<file path="src/lpfd_pkg.sv">
// ----------------------------------------------------------------------------
// lpfd_pkg
// Types and constants shared by the length-prefixed frame decoder modules.
// ----------------------------------------------------------------------------
`timescale 1ns / 1ps

package lpfd_pkg;

    localparam logic [7:0] ESCAPE_LEN   = 8'd255;
    localparam int         QUEUE_DEPTH  = 4;
    localparam int         QPTR_W       = $clog2(QUEUE_DEPTH);
    localparam int         QCNT_W       = $clog2(QUEUE_DEPTH + 1);

    typedef enum logic [1:0] {
        KIND_PAYLOAD   = 2'd0,
        KIND_EMPTY     = 2'd1,
        KIND_COMPLETE  = 2'd2,
        KIND_MALFORMED = 2'd3
    } kind_t;

    typedef enum logic [2:0] {
        PH_LEN = 3'b001,
        PH_EXT = 3'b010,
        PH_PAY = 3'b100
    } phase_t;

    typedef struct packed {
        logic [7:0] in_byte;
        logic       buffer_end;
    } lpfd_in_t;

    typedef struct packed {
        kind_t      kind;
        logic [7:0] data_byte;
        logic       frame_end;
        logic       run_last;
    } lpfd_out_t;

    // Results produced by one input beat: a count of zero, one or two.
    typedef struct packed {
        logic [1:0] count;
        lpfd_out_t  res0;
        lpfd_out_t  res1;
    } lpfd_step_t;

endpackage

</file>
<file path="src/lpfd_parser.sv">
// ----------------------------------------------------------------------------
// lpfd_parser
// Frame state and per-beat decode: turns one encoded byte into up to two results.
// ----------------------------------------------------------------------------
`timescale 1ns / 1ps

module lpfd_parser
    import lpfd_pkg::*;
(
    input  logic       clk,
    input  logic       rst_n,
    input  logic       fire,
    input  lpfd_in_t   beat,
    output lpfd_step_t step
);

    phase_t      phase_reg;
    phase_t      phase_next;
    logic [1:0]  ext_cnt_reg;
    logic [1:0]  ext_cnt_next;
    logic [31:0] rem_reg;
    logic [31:0] rem_next;

    logic [31:0] rem_dec;
    logic [31:0] rem_shift;
    logic [1:0]  ext_cnt_inc;
    logic        frame_open;
    logic        have0;
    lpfd_out_t   r0;
    lpfd_out_t   status;

    assign rem_dec     = rem_reg - 32'd1;
    assign rem_shift   = {rem_reg[23:0], beat.in_byte};
    assign ext_cnt_inc = ext_cnt_reg + 2'd1;

    always_comb
    begin
        phase_next   = phase_reg;
        ext_cnt_next = ext_cnt_reg;
        rem_next     = rem_reg;
        frame_open   = 1'b0;
        have0        = 1'b0;
        r0           = '{kind: KIND_PAYLOAD, data_byte: 8'd0, frame_end: 1'b0,
                         run_last: 1'b0};

        case (phase_reg)
            PH_PAY:
            begin
                rem_next     = rem_dec;
                frame_open   = (rem_dec != 32'd0);
                have0        = 1'b1;
                r0.data_byte = beat.in_byte;
                r0.frame_end = (rem_dec == 32'd0);
                if (rem_dec == 32'd0)
                begin
                    phase_next = PH_LEN;
                end
            end
            PH_EXT:
            begin
                rem_next     = rem_shift;
                ext_cnt_next = ext_cnt_inc;
                frame_open   = 1'b1;
                // The fourth length byte wraps the counter back to zero.
                if (ext_cnt_inc == 2'd0)
                begin
                    if (rem_shift == 32'd0)
                    begin
                        have0        = 1'b1;
                        r0.kind      = KIND_EMPTY;
                        r0.frame_end = 1'b1;
                        phase_next   = PH_LEN;
                        frame_open   = 1'b0;
                    end
                    else
                    begin
                        phase_next = PH_PAY;
                    end
                end
            end
            default:
            begin
                if (beat.in_byte == ESCAPE_LEN)
                begin
                    phase_next   = PH_EXT;
                    ext_cnt_next = 2'd0;
                    rem_next     = 32'd0;
                    frame_open   = 1'b1;
                end
                else if (beat.in_byte == 8'd0)
                begin
                    have0        = 1'b1;
                    r0.kind      = KIND_EMPTY;
                    r0.frame_end = 1'b1;
                    phase_next   = PH_LEN;
                end
                else
                begin
                    rem_next   = {24'd0, beat.in_byte};
                    phase_next = PH_PAY;
                    frame_open = 1'b1;
                end
            end
        endcase

        status = '{kind: (frame_open ? KIND_MALFORMED : KIND_COMPLETE),
                   data_byte: 8'd0, frame_end: 1'b0, run_last: 1'b1};

        // The end of the buffer appends a status result and starts a new message.
        if (beat.buffer_end)
        begin
            phase_next   = PH_LEN;
            ext_cnt_next = 2'd0;
            rem_next     = 32'd0;
        end

        step.res0 = r0;
        step.res1 = status;
        if (beat.buffer_end && have0)
        begin
            step.count = 2'd2;
        end
        else if (beat.buffer_end)
        begin
            step.count = 2'd1;
            step.res0  = status;
        end
        else if (have0)
        begin
            step.count         = 2'd1;
            step.res0.run_last = 1'b1;
        end
        else
        begin
            step.count = 2'd0;
        end
    end

    always_ff @(posedge clk or negedge rst_n)
    begin
        if (!rst_n)
        begin
            phase_reg   <= PH_LEN;
            ext_cnt_reg <= 2'd0;
            rem_reg     <= 32'd0;
        end
        else if (fire)
        begin
            phase_reg   <= phase_next;
            ext_cnt_reg <= ext_cnt_next;
            rem_reg     <= rem_next;
        end
    end

endmodule

</file>
<file path="src/lpfd_out_queue.sv">
// ----------------------------------------------------------------------------
// lpfd_out_queue
// Small result queue that takes up to two results per cycle and sends one.
// ----------------------------------------------------------------------------
`timescale 1ns / 1ps

module lpfd_out_queue
    import lpfd_pkg::*;
(
    input  logic       clk,
    input  logic       rst_n,
    input  logic       push,
    input  lpfd_step_t step,
    output logic       room,
    output logic       out_valid,
    input  logic       out_ready,
    output lpfd_out_t  out_data
);

    lpfd_out_t            entries [QUEUE_DEPTH];
    logic [QPTR_W-1:0]    wr_ptr_reg;
    logic [QPTR_W-1:0]    wr_ptr_next;
    logic [QPTR_W-1:0]    rd_ptr_reg;
    logic [QPTR_W-1:0]    rd_ptr_next;
    logic [QCNT_W-1:0]    count_reg;
    logic [QCNT_W-1:0]    count_next;
    logic [1:0]           n_push;
    logic                 pop;

    assign n_push    = push ? step.count : 2'd0;
    assign out_valid = (count_reg != '0);
    assign pop       = out_valid && out_ready;
    assign out_data  = entries[rd_ptr_reg];
    // Room for the worst case of two results from the next beat.
    assign room      = (count_reg <= QCNT_W'(QUEUE_DEPTH - 2));

    assign wr_ptr_next = wr_ptr_reg + QPTR_W'(n_push);
    assign rd_ptr_next = rd_ptr_reg + QPTR_W'(pop);
    assign count_next  = count_reg + QCNT_W'(n_push) - QCNT_W'(pop);

    always_ff @(posedge clk)
    begin
        if (n_push != 2'd0)
        begin
            entries[wr_ptr_reg] <= step.res0;
        end
        if (n_push == 2'd2)
        begin
            entries[wr_ptr_reg + QPTR_W'(1)] <= step.res1;
        end
    end

    always_ff @(posedge clk or negedge rst_n)
    begin
        if (!rst_n)
        begin
            wr_ptr_reg <= '0;
            rd_ptr_reg <= '0;
            count_reg  <= '0;
        end
        else
        begin
            wr_ptr_reg <= wr_ptr_next;
            rd_ptr_reg <= rd_ptr_next;
            count_reg  <= count_next;
        end
    end

endmodule

</file>
<file path="src/length_prefixed_frame_decoder.sv">
// A result appears on out_valid once its input beat has passed the input register and
// been written into the queue, later when the queue lacks room or earlier results wait.
// Throughput: one input beat per cycle unless stalled; results leave one per cycle from
// a four-entry queue, so a beat that yields two results (end of buffer after a payload
// byte or an empty frame) sends two beats, and input stalls while more than two wait.
// Reset (rst_n, asynchronous): frame state returns to expecting a length byte and the
// input register and queue empty.
// ----------------------------------------------------------------------------
// length_prefixed_frame_decoder
// Decodes a byte stream of length-prefixed frames with a 255 escape to a 32-bit length.
// ----------------------------------------------------------------------------
`timescale 1ns / 1ps

module length_prefixed_frame_decoder
    import lpfd_pkg::*;
(
    input  logic      clk,
    input  logic      rst_n,
    input  logic      in_valid,
    output logic      in_ready,
    input  lpfd_in_t  in_data,
    output logic      out_valid,
    input  logic      out_ready,
    output lpfd_out_t out_data
);

    logic       in_valid_reg;
    logic       in_valid_next;
    lpfd_in_t   in_data_reg;
    logic       room;
    logic       fire;
    logic       load;
    lpfd_step_t step;

    // A held beat moves into the parser when the queue can take all its results.
    assign fire     = in_valid_reg && room;
    assign in_ready = !in_valid_reg || room;
    assign load     = in_valid && in_ready;

    assign in_valid_next = load ? 1'b1 : (fire ? 1'b0 : in_valid_reg);

    always_ff @(posedge clk or negedge rst_n)
    begin
        if (!rst_n)
        begin
            in_valid_reg <= 1'b0;
        end
        else
        begin
            in_valid_reg <= in_valid_next;
        end
    end

    always_ff @(posedge clk)
    begin
        if (load)
        begin
            in_data_reg <= in_data;
        end
    end

    lpfd_parser u_parser (
        .clk   (clk),
        .rst_n (rst_n),
        .fire  (fire),
        .beat  (in_data_reg),
        .step  (step)
    );

    lpfd_out_queue u_queue (
        .clk       (clk),
        .rst_n     (rst_n),
        .push      (fire),
        .step      (step),
        .room      (room),
        .out_valid (out_valid),
        .out_ready (out_ready),
        .out_data  (out_data)
    );

endmodule

</file>
<file path="config.mk">
export PLATFORM = sky130hd
export DESIGN_NAME = length_prefixed_frame_decoder
export DESIGN_NICKNAME = d
export VERILOG_FILES = /design/src/lpfd_pkg.sv /design/src/lpfd_parser.sv /design/src/lpfd_out_queue.sv /design/src/length_prefixed_frame_decoder.sv
export SDC_FILE = /design/constraint.sdc
export NUM_CORES = 1
export LEC_CHECK = 0
export ABC_AREA = 0
export BUFFER_PORTS_ARGS = -buffer_cell sky130_fd_sc_hd__buf_2
export CORE_UTILIZATION = 45
export DETAILED_ROUTE_END_ITERATION = 12
export HOLD_SLACK_MARGIN = 0.08
export SLEW_MARGIN = 20
export SYNTH_ARGS = -nofsm -noshare
export SYNTH_HDL_FRONTEND = slang
export SYNTH_SLANG_ARGS = --single-unit
</file>
<file path="constraint.sdc">
create_clock -name clk -period 7.8 [get_ports clk]
set_input_delay 1.56 -clock clk [delete_from_list [all_inputs] [get_ports clk]]
set_output_delay 1.56 -clock clk [all_outputs]
set_load 0.005 [all_outputs]
</file>
==> impl_metrics.csv <==
group,metric,value,unit
clock_tree,cts_tree,"built",
setup_path,max_stage_delay,0.79,ns
clock_tree,cts_resized,0,
clock_tree,clockBufferDepth,2,
layout,nets,695,
sta,maxSlewHeadroom,0.3141,
setup_path,cp_common_cell,"inv_1",
layout,drive_gt1_frac,0.1170,
global_routing,grt_max_degree,46,
routing,vias,5164,
routing,first_pass_iters,5,
global_routing,grt_first_pass_wirelength,25.86,mm
synth,synth_ff_type,"dfxtp_1",
placement,dpl_cell_area,5937,sq um
clock_tree,cts_setup_buffers,0,
setup_path,cp_num_buf_inv,2,
global_routing,overflow,0,
setup_path,startpoint_type,"flip-flop",
run,maxCapViolations,0,
sta,hold_viol,0,
power,leakage,2.473,nW
setup_path,r2r_slack,4.04,ns
setup_path,worstSetupEndpointType,"flip-flop",
sta,fin_worst_skew,0.01600,ns
placement,gp_congestion,0.9114,
synth,syn_area,5739,sq um
global_routing,track_usage,0.2546,
routing,wl_per_cell,18.76,microns
global_routing,grt_antenna_before_repair,0,
sta,setup_viol,0,
worst_hold_path,min_to,"u_queue.entries[2][2]",
synth,synth_nets,697,
worst_hold_path,hp-start,"u_queue.entries[2][2]",
routing,drt_iter0_drc,603,
floorplanning,core_area,12210,sq um
layout,synthToLayoutAreaGrowth,9.069,%
floorplanning,dieWidth,114.9,microns
worst_hold_path,hp-class,"reg2reg",
clock_tree,cts_root_buf,"clkbuf_16",
layout,largest_register_ffs,48,
power,power_density,388.8,nW/um^2
setup_path,r2r_start,"in_data_reg[6]",
sta,fin_crit_sh,0.4820,
setup_path,crit_fanout,13,
sta,rsz0062_at_grt,"false",
placement,dpl.hpwl,10.98,mm
synth,ys_seq_area_frac,0.4179,
setup_path,arrival,4.02,ns
layout,final_util,0.5126,
sta,worst_pin_slew,1.022,ns
synth,ys_ff_latch,102,
synth,synth-edff-count,13,
setup_path,timing.rr.end,"u_queue.entries[1][11]",
outcome,status,"complete, no violations",
floorplanning,fp-row-count,40,
routing,viasPerCell,6.126,
setup_path,rr_worst_depth,10,
global_routing,first_global_vias,4883,
layout,fin_area,6260,sq um
sta,drv_slew,0,
clock_tree,hold_buffers,0,
layout,antenna_cells,0,
synth,avgSynthCellArea,8.541,sq um
setup_path,path_delay_family,"compound AO/OA/AOI/OAI gates",
clock_tree,cts_sinks,102,
synth,synth-async-reset-ratio,0.4412,
setup_path,crit_type,"reg2reg",
clock_tree,clkTransAtPathRegs,0.08,ns
routing,drc_errors,0,
sta,period_needed,3.759,ns
placement,portBuffers,26,
synth,synth_warnings,0,
floorplanning,die-area,13210,sq um
floorplanning,die_y,114.9,microns
worst_hold_path,hold_depth,2,
routing,routed_wl,15.81,mm
routing,ant_nets,0,
synth,synth.distinct_cells,59,
sta,max_clock_freq,266.0,MHz
setup_path,cp.required,8.06,ns
setup_path,critPathSlowestCell,"o21ai_1",
clock_tree,cts_buffers,9,
sta,final.setup.tns,0,ns
floorplanning,initial_core_util,0.4700,
setup_path,crit_chain,"or4_1, nor4_1, nand4_1, o22ai_1, ha_1, nand2_1, inv_1, o21ai_1, inv_1, o22a_1",
power,ir_drop,0.2334,mV
clock_tree,clk_latency,0.37,ns
clock_tree,cts_max_level,3,
floorplanning,pin_count,27,
synth,syn_inst,672,
-- through the flow --
stage	power, W	setup slack (ns)	hold WS (ns)	instances
after global routing	0.002602	3.684	0.4763	843
final	0.002434	4.041	0.4580	843
after global placement	0.001930	4.178	0.4313	827
after CTS	0.002431	4.085	0.4596	843
after floorplan	0.001634	4.576	0.4198	672
after detailed placement	0.001943	4.106	0.4418	827
-- cell usage after synthesis (3+ instances only) --
| cell type | n | area [sq um] |
|---|---|---|
| a211oi_1 | 3 | 22.52 |
| a21oi_1 | 31 | 155.2 |
| a22o_1 | 3 | 26.28 |
| a22oi_1 | 10 | 75.07 |
| a31oi_1 | 7 | 43.79 |
| a32oi_1 | 11 | 96.34 |
| and2_1 | 5 | 31.28 |
| and3_1 | 5 | 31.28 |
| buf_1 | 3 | 11.26 |
| clkbuf_1 | 37 | 138.9 |
| dfrtp_1 | 44 | 1101 |
| dfxtp_1 | 44 | 880.8 |
| edfxtp_1 | 13 | 390.4 |
| ha_1 | 11 | 137.6 |
| inv_1 | 20 | 75.07 |
| mux4_2 | 12 | 270.3 |
| nand2_1 | 75 | 281.5 |
| nand2b_1 | 8 | 50.05 |
| nand3_1 | 16 | 80.08 |
| nand4_1 | 9 | 56.30 |
| nand4b_1 | 3 | 26.28 |
| nor2_1 | 77 | 289.0 |
| nor2b_1 | 6 | 37.54 |
| nor3_1 | 21 | 105.1 |
| nor3b_1 | 4 | 30.03 |
| nor4_1 | 11 | 68.82 |
| nor4_2 | 3 | 37.54 |
| o211ai_1 | 3 | 22.52 |
| o21ai_0 | 99 | 495.5 |
| o22a_1 | 5 | 43.79 |
| o22ai_1 | 7 | 43.79 |
| o31a_1 | 3 | 26.28 |
| or2_2 | 8 | 50.05 |
| or3_1 | 9 | 56.30 |
| or3b_2 | 3 | 26.28 |
| or4_1 | 5 | 37.54 |
| xnor2_1 | 7 | 61.31 |
| xor2_1 | 6 | 52.55 |
-- layout by cell type, fill, tap and decap left out, types with 8 or more instances in the layout --
| master | synthesis | final |
|---|---|---|
| buf_2 | 1 | 25 |
| a32oi_1 | 11 | 11 |
| nand2b_1 | 8 | 8 |
| nor3_1 | 21 | 21 |
| nand2_1 | 75 | 75 |
| nand4_1 | 9 | 9 |
| or2_2 | 8 | 8 |
| o21ai_0 | 99 | 98 |
| nor4_1 | 11 | 11 |
| nand3_1 | 16 | 16 |
| dfxtp_1 | 44 | 44 |
| or3_1 | 9 | 9 |
| dfrtp_1 | 44 | 44 |
| inv_1 | 20 | 20 |
| clkbuf_16 | 0 | 10 |
| nor2_1 | 77 | 77 |
| edfxtp_1 | 13 | 13 |
| a22oi_1 | 10 | 10 |
| a21oi_1 | 31 | 31 |
| ha_1 | 11 | 11 |
| mux4_2 | 12 | 12 |
-- cell type report --
class,count,area (sq um)
tap,168,210.2
multi-input combinational,507,3093
clock buffer,11,264.0
inverter,20,75.07
clock inverter,5,56.30
sequential,102,2399
timing repair buffer,30,162.7
fill,1193,5952
-- worst reg2reg max path: stages, from the launching register on --
cell and delay (ns):
edfxtp_1 0.43, or4_1 0.59, nor4_1 0.29, nand4_1 0.19
o22ai_1 0.36, ha_1 0.44, nand2_1 0.13, inv_1 0.05
o21ai_1 0.79, inv_1 0.16, o22a_1 0.22
-- cells by family (layout without fill, tap and decap cells) --
logic type | count (synthesis) | after routing | synth area share
AO/OA/AOI/OAI | 195 | 195 | 0.2038
XOR/XNOR | 13 | 13 | 0.01984
adder cells (fa/ha/maj) | 12 | 12 | 0.02747
buffers and inverters | 63 | 66 | 0.04404
flip-flops | 102 | 102 | 0.4179
multiplexers | 12 | 12 | 0.04709
AND/OR/NAND/NOR | 275 | 275 | 0.2398
-- report_power, final --
group          total [W]  internal [W]  switching, W
Sequential      0.000870      0.000686      0.000184
Clock           0.000481      0.000255      0.000227
Combinational    0.00108      0.000413      0.000669
-- routing by layer --
| layer | share of wire | GRT usage | up-vias | routed length [microns] |
|---|---|---|---|---|
| li1 | - | - | 2440 | - |
| met1 | 0.46 | 0.3593 | 2513 | 7296 |
| met2 | 0.46 | 0.3900 | 183 | 7235 |
| met3 | 0.062 | 0.05851 | 28 | 986 |
| met4 | 0.019 | 0.07446 | 0 | 293 |
| met5 | 0 | 0 | - | 0 |
-- worst max-delay path by stage --
stage	to	from	cells after the start	slack [ns]
floorplan	u_queue.count_reg[2]	in_data_reg[1]	12	4.58
global placement	u_queue.entries[1][11]	in_data_reg[6]	10	4.18
detailed placement	u_queue.entries[1][11]	in_data_reg[6]	10	4.11
CTS	u_queue.entries[1][11]	in_data_reg[6]	10	4.09
global route	u_queue.entries[1][11]	in_data_reg[6]	10	3.68
finish	u_queue.entries[1][11]	in_data_reg[6]	10	4.04
(Power assumes the default switching activity.)
